## config.mk

```make
export PLATFORM = sky130hd
export DESIGN_NAME = ball_projectile_step_core
export DESIGN_NICKNAME = d
export VERILOG_FILES = /design/src/rtl/bps_pkg.sv /design/src/rtl/bps_serial_mul.sv /design/src/rtl/ball_projectile_step_core.sv
export SDC_FILE = /design/constraint.sdc
export NUM_CORES = 2
export LEC_CHECK = 0
export ABC_AREA = 1
export ABC_CLOCK_PERIOD_IN_PS = 27300
export BUFFER_PORTS_ARGS = -buffer_cell sky130_fd_sc_hd__buf_2
export CAP_MARGIN = 10
export CORE_ASPECT_RATIO = 0.9
export CORE_UTILIZATION = 40
export DETAILED_ROUTE_END_ITERATION = 16
export GPL_ROUTABILITY_DRIVEN = 0
export PLACE_DENSITY = 0.63
export SLEW_MARGIN = 20
export SYNTH_ARGS = -nofsm -noshare
export SYNTH_HDL_FRONTEND = slang
export SYNTH_SLANG_ARGS = --single-unit
export TNS_END_PERCENT = 5
```

## constraint.sdc

```tcl
create_clock -name clk -period 27.3 [get_ports clk]
set_input_delay 1.365 -clock clk [delete_from_list [all_inputs] [get_ports clk]]
set_output_delay 1.365 -clock clk [all_outputs]
set_load 0.02 [all_outputs]
```

## src/rtl/bps_pkg.sv

```systemverilog
// ----------------------------------------------------------------------------
// bps_pkg
// shared types and constants of the ball projectile step core
// ----------------------------------------------------------------------------
package bps_pkg;

  localparam int FIELD_W    = 24;
  localparam int DELTA_W    = 16;
  localparam int TIMER_W    = 24;
  localparam int CNT_W      = 8;
  localparam int CFG_IDX_W  = 3;
  localparam int CFG_DATA_W = 23;
  localparam int MUL_STEPS  = DELTA_W;
  localparam int MUL_CNT_W  = $clog2(MUL_STEPS);

  localparam logic [TIMER_W-1:0] TIMER_MAX       = {TIMER_W{1'b1}};
  localparam logic [TIMER_W-1:0] TIMER_THRESHOLD = 24'd3276;
  localparam int                 FLOOR_PIXELS    = 10;
  localparam logic [CNT_W-1:0]   CNT_MAX         = {CNT_W{1'b1}};

  localparam logic [7:0]  RST_BALL_DIAMETER  = 8'd16;
  localparam logic [11:0] RST_SCREEN_WIDTH   = 12'd800;
  localparam logic [11:0] RST_BAR_HEIGHT     = 12'd100;
  localparam logic [15:0] RST_BOUNCE_LOSS    = 16'd45875;
  localparam logic [7:0]  RST_MAX_BOUNCE     = 8'd3;
  localparam logic [22:0] RST_AIR_RESISTANCE = 23'd2560;
  localparam logic [22:0] RST_GRAVITY        = 23'd256000;
  localparam logic        RST_TRAJECTORY     = 1'b0;

  typedef enum logic [1:0] {
    CMD_TICK    = 2'd0,
    CMD_LAUNCH  = 2'd1,
    CMD_KILL    = 2'd2,
    CMD_REBOUND = 2'd3
  } cmd_t;

  typedef enum logic [CFG_IDX_W-1:0] {
    CFG_BALL_DIAMETER  = 3'd0,
    CFG_SCREEN_WIDTH   = 3'd1,
    CFG_BAR_HEIGHT     = 3'd2,
    CFG_BOUNCE_LOSS    = 3'd3,
    CFG_MAX_BOUNCE     = 3'd4,
    CFG_AIR_RESISTANCE = 3'd5,
    CFG_GRAVITY        = 3'd6,
    CFG_TRAJECTORY     = 3'd7
  } cfg_idx_t;

  typedef enum logic [2:0] {
    ST_IDLE,
    ST_EXEC,
    ST_BOUNCE_MUL,
    ST_DRAG_MUL,
    ST_GRAV_MUL,
    ST_PX_MUL,
    ST_PY_MUL,
    ST_DONE
  } state_t;

  typedef struct packed {
    cmd_t                      cmd;
    logic [DELTA_W-1:0]        delta;
    logic signed [FIELD_W-1:0] launch_pos_x;
    logic signed [FIELD_W-1:0] launch_pos_y;
    logic signed [FIELD_W-1:0] launch_vel_x;
    logic signed [FIELD_W-1:0] launch_vel_y;
  } in_item_t;

  typedef struct packed {
    logic signed [FIELD_W-1:0] ball_x;
    logic signed [FIELD_W-1:0] ball_y;
    logic                      is_active;
    logic                      is_falling;
    logic [CNT_W-1:0]          bounces_done;
  } out_item_t;

  typedef struct packed {
    logic               start;
    logic [DELTA_W-1:0] fac;
  } mul_req_t;

  typedef struct packed {
    logic busy;
    logic done;
  } mul_sts_t;

endpackage

```

## src/rtl/bps_serial_mul.sv

```systemverilog
// ----------------------------------------------------------------------------
// bps_serial_mul
// shift-add multiplier, one factor bit per cycle, result = (mag * fac) >> 16
// ----------------------------------------------------------------------------
module bps_serial_mul (
  input  logic                            clk,
  input  logic                            rst_n,
  input  bps_pkg::mul_req_t               req,
  input  logic [bps_pkg::FIELD_W-1:0]     mag,
  output bps_pkg::mul_sts_t               sts,
  output logic [bps_pkg::FIELD_W-1:0]     prod
);

  localparam int W = bps_pkg::FIELD_W;
  localparam logic [bps_pkg::MUL_CNT_W-1:0] CNT_LAST =
    bps_pkg::MUL_CNT_W'(bps_pkg::MUL_STEPS - 1);

  logic                              busy_r, busy_nxt;
  logic                              done_r, done_nxt;
  logic [bps_pkg::MUL_CNT_W-1:0]     cnt_r, cnt_nxt;
  logic [bps_pkg::DELTA_W-1:0]       fac_r, fac_nxt;
  logic [W-1:0]                      mag_r, mag_nxt;
  logic [W-1:0]                      acc_r, acc_nxt;
  logic [W:0]                        sum;

  assign sum = {1'b0, acc_r} + (fac_r[0] ? {1'b0, mag_r} : '0);

  always_comb begin
    busy_nxt = busy_r;
    done_nxt = 1'b0;
    cnt_nxt  = cnt_r;
    fac_nxt  = fac_r;
    mag_nxt  = mag_r;
    acc_nxt  = acc_r;
    if (req.start) begin
      busy_nxt = 1'b1;
      cnt_nxt  = '0;
      fac_nxt  = req.fac;
      mag_nxt  = mag;
      acc_nxt  = '0;
    end else if (busy_r) begin
      // low product bit falls off, only the top part is kept
      acc_nxt = sum[W:1];
      fac_nxt = fac_r >> 1;
      cnt_nxt = cnt_r + 1'b1;
      if (cnt_r == CNT_LAST) begin
        busy_nxt = 1'b0;
        done_nxt = 1'b1;
      end
    end
  end

  always_ff @(posedge clk) begin
    if (!rst_n) begin
      busy_r <= 1'b0;
      done_r <= 1'b0;
      cnt_r  <= '0;
    end else begin
      busy_r <= busy_nxt;
      done_r <= done_nxt;
      cnt_r  <= cnt_nxt;
    end
    fac_r <= fac_nxt;
    mag_r <= mag_nxt;
    acc_r <= acc_nxt;
  end

  assign sts.busy = busy_r;
  assign sts.done = done_r;
  assign prod     = acc_r;

endmodule

```

## src/rtl/ball_projectile_step_core.sv

```systemverilog
// ----------------------------------------------------------------------------
// ball_projectile_step_core
// one ball moved by Euler steps in fixed point, with table bounce
// ----------------------------------------------------------------------------
// One request is handled at a time and gives one result. Launch, kill and
// rebound requests pass through the EXEC and DONE states to the output
// register. In a tick every product (bounce damping, drag, gravity, the two
// position updates) runs on one shared shift-add multiplier that handles
// one bit of its 16-bit factor per cycle.
// A new request is taken while the previous result still waits at the output.
// Positions and velocities are signed with FRAC_BITS fraction bits.
// ----------------------------------------------------------------------------
module ball_projectile_step_core #(
  parameter int FRAC_BITS = 8
) (
  input  logic                               clk,
  input  logic                               rst_n,
  input  logic                               in_valid,
  output logic                               in_ready,
  input  bps_pkg::in_item_t                  in_data,
  output logic                               out_valid,
  input  logic                               out_ready,
  output bps_pkg::out_item_t                 out_data,
  input  logic                               cfg_we,
  input  logic [bps_pkg::CFG_IDX_W-1:0]      cfg_idx,
  input  logic [bps_pkg::CFG_DATA_W-1:0]     cfg_wdata
);

  localparam int W  = bps_pkg::FIELD_W;
  localparam int SW = W + 2;
  localparam int CW = ((W > FRAC_BITS + 14) ? W : FRAC_BITS + 14) + 1;
  localparam int TW = bps_pkg::TIMER_W;

  function automatic logic signed [W-1:0] sat_f(input logic signed [SW-1:0] x);
    if (x[SW-1:W-1] == '0 || x[SW-1:W-1] == '1) begin
      return x[W-1:0];
    end else if (x[SW-1]) begin
      return {1'b1, {(W-1){1'b0}}};
    end else begin
      return {1'b0, {(W-1){1'b1}}};
    end
  endfunction

  function automatic logic [W-1:0] mag_f(input logic signed [W-1:0] v);
    return v[W-1] ? (~$unsigned(v) + W'(1)) : $unsigned(v);
  endfunction

  function automatic logic signed [SW-1:0] ext_f(input logic signed [W-1:0] v);
    return {{(SW-W){v[W-1]}}, v};
  endfunction

  bps_pkg::state_t           state_r, state_nxt;
  bps_pkg::in_item_t         in_r, in_nxt;
  logic signed [W-1:0]       px_r, px_nxt, py_r, py_nxt;
  logic signed [W-1:0]       vx_r, vx_nxt, vy_r, vy_nxt;
  logic [TW-1:0]             timer_r, timer_nxt;
  logic [bps_pkg::CNT_W-1:0] cnt_r, cnt_nxt;
  logic                      in_play_r, in_play_nxt;
  logic                      out_valid_r, out_valid_nxt;
  bps_pkg::out_item_t        out_data_r, out_data_nxt;

  logic [7:0]  diam_r;
  logic [11:0] scr_w_r;
  logic [11:0] bar_h_r;
  logic [15:0] loss_r;
  logic [7:0]  max_cnt_r;
  logic [22:0] air_r;
  logic [22:0] grav_r;
  logic        traj_r;

  bps_pkg::mul_req_t mul_req;
  bps_pkg::mul_sts_t mul_sts;
  logic [W-1:0]      mul_mag;
  logic [W-1:0]      mul_prod;

  logic [TW:0]               timer_sum;
  logic [TW-1:0]             timer_new;
  logic signed [CW-1:0]      px_c, py_c, margin_c, right_c, bar_c, floor_c;
  logic                      exit_c, bounce_c;
  logic signed [SW-1:0]      m_s, m_neg;
  logic [bps_pkg::CNT_W-1:0] cnt_inc;

  bps_serial_mul u_mul (
    .clk   (clk),
    .rst_n (rst_n),
    .req   (mul_req),
    .mag   (mul_mag),
    .sts   (mul_sts),
    .prod  (mul_prod)
  );

  assign timer_sum = {1'b0, timer_r} + (TW + 1)'(in_r.delta);
  assign timer_new = timer_sum[TW] ? bps_pkg::TIMER_MAX : timer_sum[TW-1:0];

  assign px_c     = CW'(px_r);
  assign py_c     = CW'(py_r);
  assign margin_c = CW'(diam_r) << (FRAC_BITS - 1);
  assign right_c  = (CW'(scr_w_r) << FRAC_BITS) + margin_c;
  assign bar_c    = (CW'(bar_h_r) << FRAC_BITS) + margin_c;
  assign floor_c  = -(CW'(bps_pkg::FLOOR_PIXELS) << FRAC_BITS);

  assign exit_c   = (px_c < -margin_c) || (px_c > right_c) || (py_c < floor_c);
  assign bounce_c = !traj_r && (py_c < bar_c) && (timer_new > bps_pkg::TIMER_THRESHOLD);

  assign m_s     = signed'({2'b00, mul_prod});
  assign m_neg   = -m_s;
  assign cnt_inc = (cnt_r == bps_pkg::CNT_MAX) ? cnt_r : cnt_r + 1'b1;

  always_comb begin
    state_nxt     = state_r;
    in_nxt        = in_r;
    px_nxt        = px_r;
    py_nxt        = py_r;
    vx_nxt        = vx_r;
    vy_nxt        = vy_r;
    timer_nxt     = timer_r;
    cnt_nxt       = cnt_r;
    in_play_nxt   = in_play_r;
    out_valid_nxt = out_valid_r && !out_ready;
    out_data_nxt  = out_data_r;
    mul_req       = '0;
    mul_mag       = '0;
    in_ready      = (state_r == bps_pkg::ST_IDLE);

    unique case (state_r)
      bps_pkg::ST_IDLE: begin
        if (in_valid) begin
          in_nxt    = in_data;
          state_nxt = bps_pkg::ST_EXEC;
        end
      end
      bps_pkg::ST_EXEC: begin
        state_nxt = bps_pkg::ST_DONE;
        unique case (in_r.cmd)
          bps_pkg::CMD_TICK: begin
            timer_nxt   = timer_new;
            in_play_nxt = in_play_r && !exit_c;
            if (in_play_r && !exit_c) begin
              mul_req.start = 1'b1;
              if (bounce_c) begin
                mul_req.fac = loss_r;
                mul_mag     = mag_f(vy_r);
                state_nxt   = bps_pkg::ST_BOUNCE_MUL;
              end else begin
                mul_req.fac = in_r.delta;
                mul_mag     = W'(air_r);
                state_nxt   = bps_pkg::ST_DRAG_MUL;
              end
            end
          end
          bps_pkg::CMD_LAUNCH: begin
            px_nxt      = in_r.launch_pos_x;
            py_nxt      = in_r.launch_pos_y;
            vx_nxt      = in_r.launch_vel_x;
            vy_nxt      = in_r.launch_vel_y;
            timer_nxt   = '0;
            cnt_nxt     = '0;
            in_play_nxt = 1'b1;
          end
          bps_pkg::CMD_KILL: begin
            in_play_nxt = 1'b0;
          end
          bps_pkg::CMD_REBOUND: begin
            vx_nxt = sat_f(-ext_f(vx_r));
          end
          default: state_nxt = bps_pkg::ST_DONE;
        endcase
      end
      bps_pkg::ST_BOUNCE_MUL: begin
        if (mul_sts.done) begin
          vy_nxt    = sat_f(vy_r[W-1] ? m_s : m_neg);
          cnt_nxt   = cnt_inc;
          timer_nxt = '0;
          if (cnt_inc >= max_cnt_r) begin
            in_play_nxt = 1'b0;
          end
          mul_req.start = 1'b1;
          mul_req.fac   = in_r.delta;
          mul_mag       = W'(air_r);
          state_nxt     = bps_pkg::ST_DRAG_MUL;
        end
      end
      bps_pkg::ST_DRAG_MUL: begin
        if (mul_sts.done) begin
          // drag always pulls toward zero, except a resting ball speeds up
          if (!vx_r[W-1] && vx_r != '0) begin
            vx_nxt = sat_f(ext_f(vx_r) + m_neg);
          end else begin
            vx_nxt = sat_f(ext_f(vx_r) + m_s);
          end
          mul_req.start = 1'b1;
          mul_req.fac   = in_r.delta;
          mul_mag       = W'(grav_r);
          state_nxt     = bps_pkg::ST_GRAV_MUL;
        end
      end
      bps_pkg::ST_GRAV_MUL: begin
        if (mul_sts.done) begin
          vy_nxt        = sat_f(ext_f(vy_r) + m_neg);
          mul_req.start = 1'b1;
          mul_req.fac   = in_r.delta;
          mul_mag       = mag_f(vx_r);
          state_nxt     = bps_pkg::ST_PX_MUL;
        end
      end
      bps_pkg::ST_PX_MUL: begin
        if (mul_sts.done) begin
          px_nxt        = sat_f(ext_f(px_r) + (vx_r[W-1] ? m_neg : m_s));
          mul_req.start = 1'b1;
          mul_req.fac   = in_r.delta;
          mul_mag       = mag_f(vy_r);
          state_nxt     = bps_pkg::ST_PY_MUL;
        end
      end
      bps_pkg::ST_PY_MUL: begin
        if (mul_sts.done) begin
          py_nxt    = sat_f(ext_f(py_r) + (vy_r[W-1] ? m_neg : m_s));
          state_nxt = bps_pkg::ST_DONE;
        end
      end
      bps_pkg::ST_DONE: begin
        if (!out_valid_r || out_ready) begin
          out_valid_nxt             = 1'b1;
          out_data_nxt.ball_x       = px_r;
          out_data_nxt.ball_y       = py_r;
          out_data_nxt.is_active    = in_play_r;
          out_data_nxt.is_falling   = vy_r[W-1];
          out_data_nxt.bounces_done = cnt_r;
          state_nxt                 = bps_pkg::ST_IDLE;
        end
      end
      default: state_nxt = bps_pkg::ST_IDLE;
    endcase
  end

  always_ff @(posedge clk) begin
    if (!rst_n) begin
      state_r     <= bps_pkg::ST_IDLE;
      px_r        <= '0;
      py_r        <= '0;
      vx_r        <= '0;
      vy_r        <= '0;
      timer_r     <= '0;
      cnt_r       <= '0;
      in_play_r   <= 1'b0;
      out_valid_r <= 1'b0;
    end else begin
      state_r     <= state_nxt;
      px_r        <= px_nxt;
      py_r        <= py_nxt;
      vx_r        <= vx_nxt;
      vy_r        <= vy_nxt;
      timer_r     <= timer_nxt;
      cnt_r       <= cnt_nxt;
      in_play_r   <= in_play_nxt;
      out_valid_r <= out_valid_nxt;
    end
    in_r       <= in_nxt;
    out_data_r <= out_data_nxt;
  end

  always_ff @(posedge clk) begin
    if (!rst_n) begin
      diam_r    <= bps_pkg::RST_BALL_DIAMETER;
      scr_w_r   <= bps_pkg::RST_SCREEN_WIDTH;
      bar_h_r   <= bps_pkg::RST_BAR_HEIGHT;
      loss_r    <= bps_pkg::RST_BOUNCE_LOSS;
      max_cnt_r <= bps_pkg::RST_MAX_BOUNCE;
      air_r     <= bps_pkg::RST_AIR_RESISTANCE;
      grav_r    <= bps_pkg::RST_GRAVITY;
      traj_r    <= bps_pkg::RST_TRAJECTORY;
    end else if (cfg_we) begin
      unique case (bps_pkg::cfg_idx_t'(cfg_idx))
        bps_pkg::CFG_BALL_DIAMETER:  diam_r    <= cfg_wdata[7:0];
        bps_pkg::CFG_SCREEN_WIDTH:   scr_w_r   <= cfg_wdata[11:0];
        bps_pkg::CFG_BAR_HEIGHT:     bar_h_r   <= cfg_wdata[11:0];
        bps_pkg::CFG_BOUNCE_LOSS:    loss_r    <= cfg_wdata[15:0];
        bps_pkg::CFG_MAX_BOUNCE:     max_cnt_r <= cfg_wdata[7:0];
        bps_pkg::CFG_AIR_RESISTANCE: air_r     <= cfg_wdata[22:0];
        bps_pkg::CFG_GRAVITY:        grav_r    <= cfg_wdata[22:0];
        bps_pkg::CFG_TRAJECTORY:     traj_r    <= cfg_wdata[0];
        default:                     traj_r    <= traj_r;
      endcase
    end
  end

  assign out_valid = out_valid_r;
  assign out_data  = out_data_r;

`ifndef NO_ASSERTIONS
  a_accept_to_exec: assert property (@(posedge clk) disable iff (!rst_n)
    in_valid && in_ready |=> state_r == bps_pkg::ST_EXEC)
    else $error("accepted request did not reach exec");

  a_mul_start_idle: assert property (@(posedge clk) disable iff (!rst_n)
    mul_req.start |-> !mul_sts.busy)
    else $error("multiplier started while busy");

  a_mul_state_busy: assert property (@(posedge clk) disable iff (!rst_n)
    (state_r == bps_pkg::ST_BOUNCE_MUL || state_r == bps_pkg::ST_DRAG_MUL ||
     state_r == bps_pkg::ST_GRAV_MUL || state_r == bps_pkg::ST_PX_MUL ||
     state_r == bps_pkg::ST_PY_MUL) |-> mul_sts.busy || mul_sts.done)
    else $error("waiting on an idle multiplier");

  a_launch_active: assert property (@(posedge clk) disable iff (!rst_n)
    state_r == bps_pkg::ST_EXEC && in_r.cmd == bps_pkg::CMD_LAUNCH |=> in_play_r)
    else $error("launch did not activate the ball");
`endif

endmodule
```

==> impl_metrics.env <==
export IMPL_startpoint="diam_r[2]"
export IMPL_dp_slack_ps=21310
export IMPL_wl_per_cell_um=19.4
export IMPL_insertion_delay_ps=640
export IMPL_cp_start_kind="flop"
export IMPL_grt_max_degree=95
export IMPL_setup_viol=0
export IMPL_fmax_mhz=166
export IMPL_ys_types=60
export IMPL_yosys_warnings=0
export IMPL_cp_slowest_cell="nand2_1"
export IMPL_dr_pass1_iters=8
export IMPL_cts_tree="built"
export IMPL_crit_family="simple AND/OR/NAND/NOR gates"
export IMPL_crit_cells=24
export IMPL_synth_top_area_cell="edfxtp_1"
export IMPL_clock_sinks=478
export IMPL_power_density_nw_per_um2=110
export IMPL_cts_htree_levels=2
export IMPL_ctsHoldBuffers=0
export IMPL_clock_skew_ps=28.8
export IMPL_switching_share_pct=50.8
export IMPL_synthMostInstantiatedCell="nand2_1"
export IMPL_timing_rr_end="u_mul.fac_r[4]"
export IMPL_rows=101
export IMPL_cts_made_buffers=54
export IMPL_crit_path_max_incr_delay_ps=630
export IMPL_syn_nets=5246
export IMPL_power_total_w=0.00422
export IMPL_grt_pass1_wl_mm=183
export IMPL_syn_to_final_growth_pct=11.2
export IMPL_fp_dieW_um=311
export IMPL_final_layout_size_suffix_gt1_share_pct=7.60
export IMPL_synth_edf_count=212
export IMPL_first_iter_violations=3781
export IMPL_n_fill_cell=8708
export IMPL_critPathCaptureType="flop"
export IMPL_synthTopCellsByCount="1209 x nand2_1, 508 x inv_1, 502 x a21oi_1"
export IMPL_cts_max_path_buffers=3
export IMPL_yosys_register_bits=478
export IMPL_num_vias=33901
export IMPL_max_slew_margin_pct=25.5
export IMPL_r2r_cells=24
export IMPL_drt_wl_total_mm=119
export IMPL_finalNetCount=5355
export IMPL_reg2reg_slack_ps=21280
export IMPL_fin_tns_setup_ps=0
export IMPL_synth_main_ff_cell="dfxtp_1"
export IMPL_critPathBufInv=5
export IMPL_report_final_slew_viol_count=0
export IMPL_crit_end="u_mul.fac_r[4]"
export IMPL_switchingPower_w=0.00215
export IMPL_rsz0062_at_grt="no"
export IMPL_clk_pin_slew_ps=60
export IMPL_drc_errors=0
export IMPL_stdcell_count=6134
export IMPL_seq_power_share_pct=25.2
export IMPL_ant_nets=0
export IMPL_syn_avg_cell_area_um2=7.10
export IMPL_critical_path_class="flop to flop"
export IMPL_initial_core_util_pct=40.6
export IMPL_worst_path_most_repeated_cell="nand2_1"
export IMPL_fin_crit_ps=6020
export IMPL_p_int_w=0.00208
export IMPL_pin_count=205
export IMPL_leakagePower_nw=16.9
export IMPL_cts_setup_buffers=0
export IMPL_synth_top_cell_area_share_pct=18.5
export IMPL_die_h_um=280
export IMPL_async_reset_ff_share_pct=0
export IMPL_cts_root_buf="clkbuf_16"
export IMPL_critical_path_arrival_ps=6230
export IMPL_grt_overflow_total=0
export IMPL_track_usage_pct=26.7
export IMPL_die_area_um2=87100
export IMPL_antenna_found_initial=6
export IMPL_power_share_clock_pct=18.3
export IMPL_via_per_inst=5.53
export IMPL_timing_rr_start="diam_r[2]"
export IMPL_core_um2=84700
export IMPL_irDropWorstVdd_uv=49.7
export IMPL_syn_area_um2=34400
export IMPL_cap_violations=0
export IMPL_critPathRequiredTime_ps=27510
export IMPL_port_buffers=204
export IMPL_setup_ws_ps=21280
export IMPL_period_share_pct=22.0
export IMPL_grt_pass1_vias=31045
export IMPL_min_from="loss_r[8]"
export IMPL_hold_violations=0
export IMPL_ys_top_cells_by_area="edfxtp_1 19%, dfxtp_1 15%, nand2_1 13%"
export IMPL_postSynthCellCount=4844
export IMPL_synth_seq_area_share_pct=34.0
export IMPL_crit_path_cell_trace="inv_1, fa_1, o21ai_0, a21oi_1, o21bai_1, nand2_1, a21oi_1, nand2_1, nor2_1, xnor2_1, ha_1, nand2_1, nor4_1, nand2_1, o211ai_1, nand3_1, nand2_1, inv_1, nand3_1, buf_4, nand2_1, buf_4, inv_1, nand2_1"
export IMPL_dpl_hpwl_mm=89.9
export IMPL_status="finished clean"
export IMPL_cts_resized_gates=0
export IMPL_cp_max_fo=45
export IMPL_hold_path_class="flop to flop"
export IMPL_worst_slew_pin_slew_ps=1110
export IMPL_dp_cells=6030
export IMPL_pwr_share_comb_pct=56.5
worst min-delay path by stage:
stage,slack [ps],cells after the start,endpoint
after floorplan,430,2,grav_r[17]
after global placement,440,2,loss_r[8]
after detailed placement,450,2,loss_r[8]
after CTS,460,2,loss_r[8]
after global routing,480,0,out_data[12]
final,460,2,loss_r[8]
flip-flops by register name, indices dropped and copies added (netlist names), 24 cells and up:
signal / flops
timer_r: 24
u_mul.mag_r: 24
px_r: 24
vx_r: 24
u_mul.prod: 24
in_r: 114
out_data: 58
py_r: 24
vy_r: 24
stage by stage:
step	instance area (um2)	hold slack [ps]	util, %
2_1_floorplan	34400	429	-
3_3_place_gp	36300	443	42.9
3_5_place_dp	36300	445	42.9
4_1_cts	38200	460	45.2
5_1_grt	38200	483	45.2
6_report	38200	457	45.2
power groups by stage:
stage / combinational (W) / clock (W) / sequential, W
floorplan: 0.00173 / 0 / 0.000985
global placement: 0.00231 / 0 / 0.00107
detailed placement: 0.00232 / 0 / 0.00107
CTS: 0.00233 / 0.000787 / 0.00106
global route: 0.00264 / 0.000814 / 0.00107
finish: 0.00239 / 0.000773 / 0.00106
tightest hold or removal path: cells and delay by family (launching register included):
family | cells | cell delay [ps]
flip-flops | 1 | 320
AND/OR/NAND/NOR | 2 | 100
cells by family (layout without fill, tap and decap cells):
| logic type | count (synthesis) | after routing | share of synthesized area, % |
|---|---|---|---|
| simple gates | 2094 | 2094 | 25.5 |
| compound gates | 1109 | 1109 | 17.8 |
| buf+inv | 701 | 856 | 7.91 |
| flops | 478 | 478 | 34.0 |
| fa+ha+maj | 257 | 257 | 9.55 |
| xor+xnor | 204 | 204 | 5.20 |
| mux | 1 | 1 | 0.0291 |
| other cells | 0 | 2 | 0 |
per-layer routing:
| metal | up-vias | part of all wire [%] | GRT usage (%) | routed length (um) |
|---|---|---|---|---|
| met5 | - | 0.045 | 0 | 54 |
| met4 | 8 | 3.9 | 10.1 | 4670 |
| met3 | 239 | 8.4 | 4.57 | 9990 |
| met2 | 1378 | 44 | 41.4 | 51900 |
| met1 | 15717 | 44 | 36.9 | 52600 |
| li1 | 16559 | - | - | - |
area by class of cell:
class	instances	area (um2)	area share (%)
Clock buffer	78	1640	4.28
Sequential cell	478	11700	30.6
Antenna cell	2	5.00	0.0131
Timing Repair Buffer	238	1280	3.34
Inverter	516	1940	5.07
Tap cell	1133	1420	3.71
Multi-Input combinational cell	3665	20000	52.3
Clock inverter	24	259	0.677
placed cells by master (no fill, tap or decap), types with 30 or more instances in the layout:
cell type	netlist	layout
nor3_1	52	51
buf_2	37	203
xnor2_1	62	62
nor2_1	359	354
nand4_1	66	66
dfxtp_1	266	264
edfxtp_1	212	212
inv_1	508	506
a21oi_1	502	500
buf_4	1	35
o21ai_1	30	30
o211ai_1	30	30
clkbuf_16	0	59
o21ai_0	375	375
ha_1	248	248
o21a_1	36	36
nand3_1	334	334
nand2_1	1209	1209
xor2_1	142	142
No activity file was read; power rests on OpenSTA's default activity.
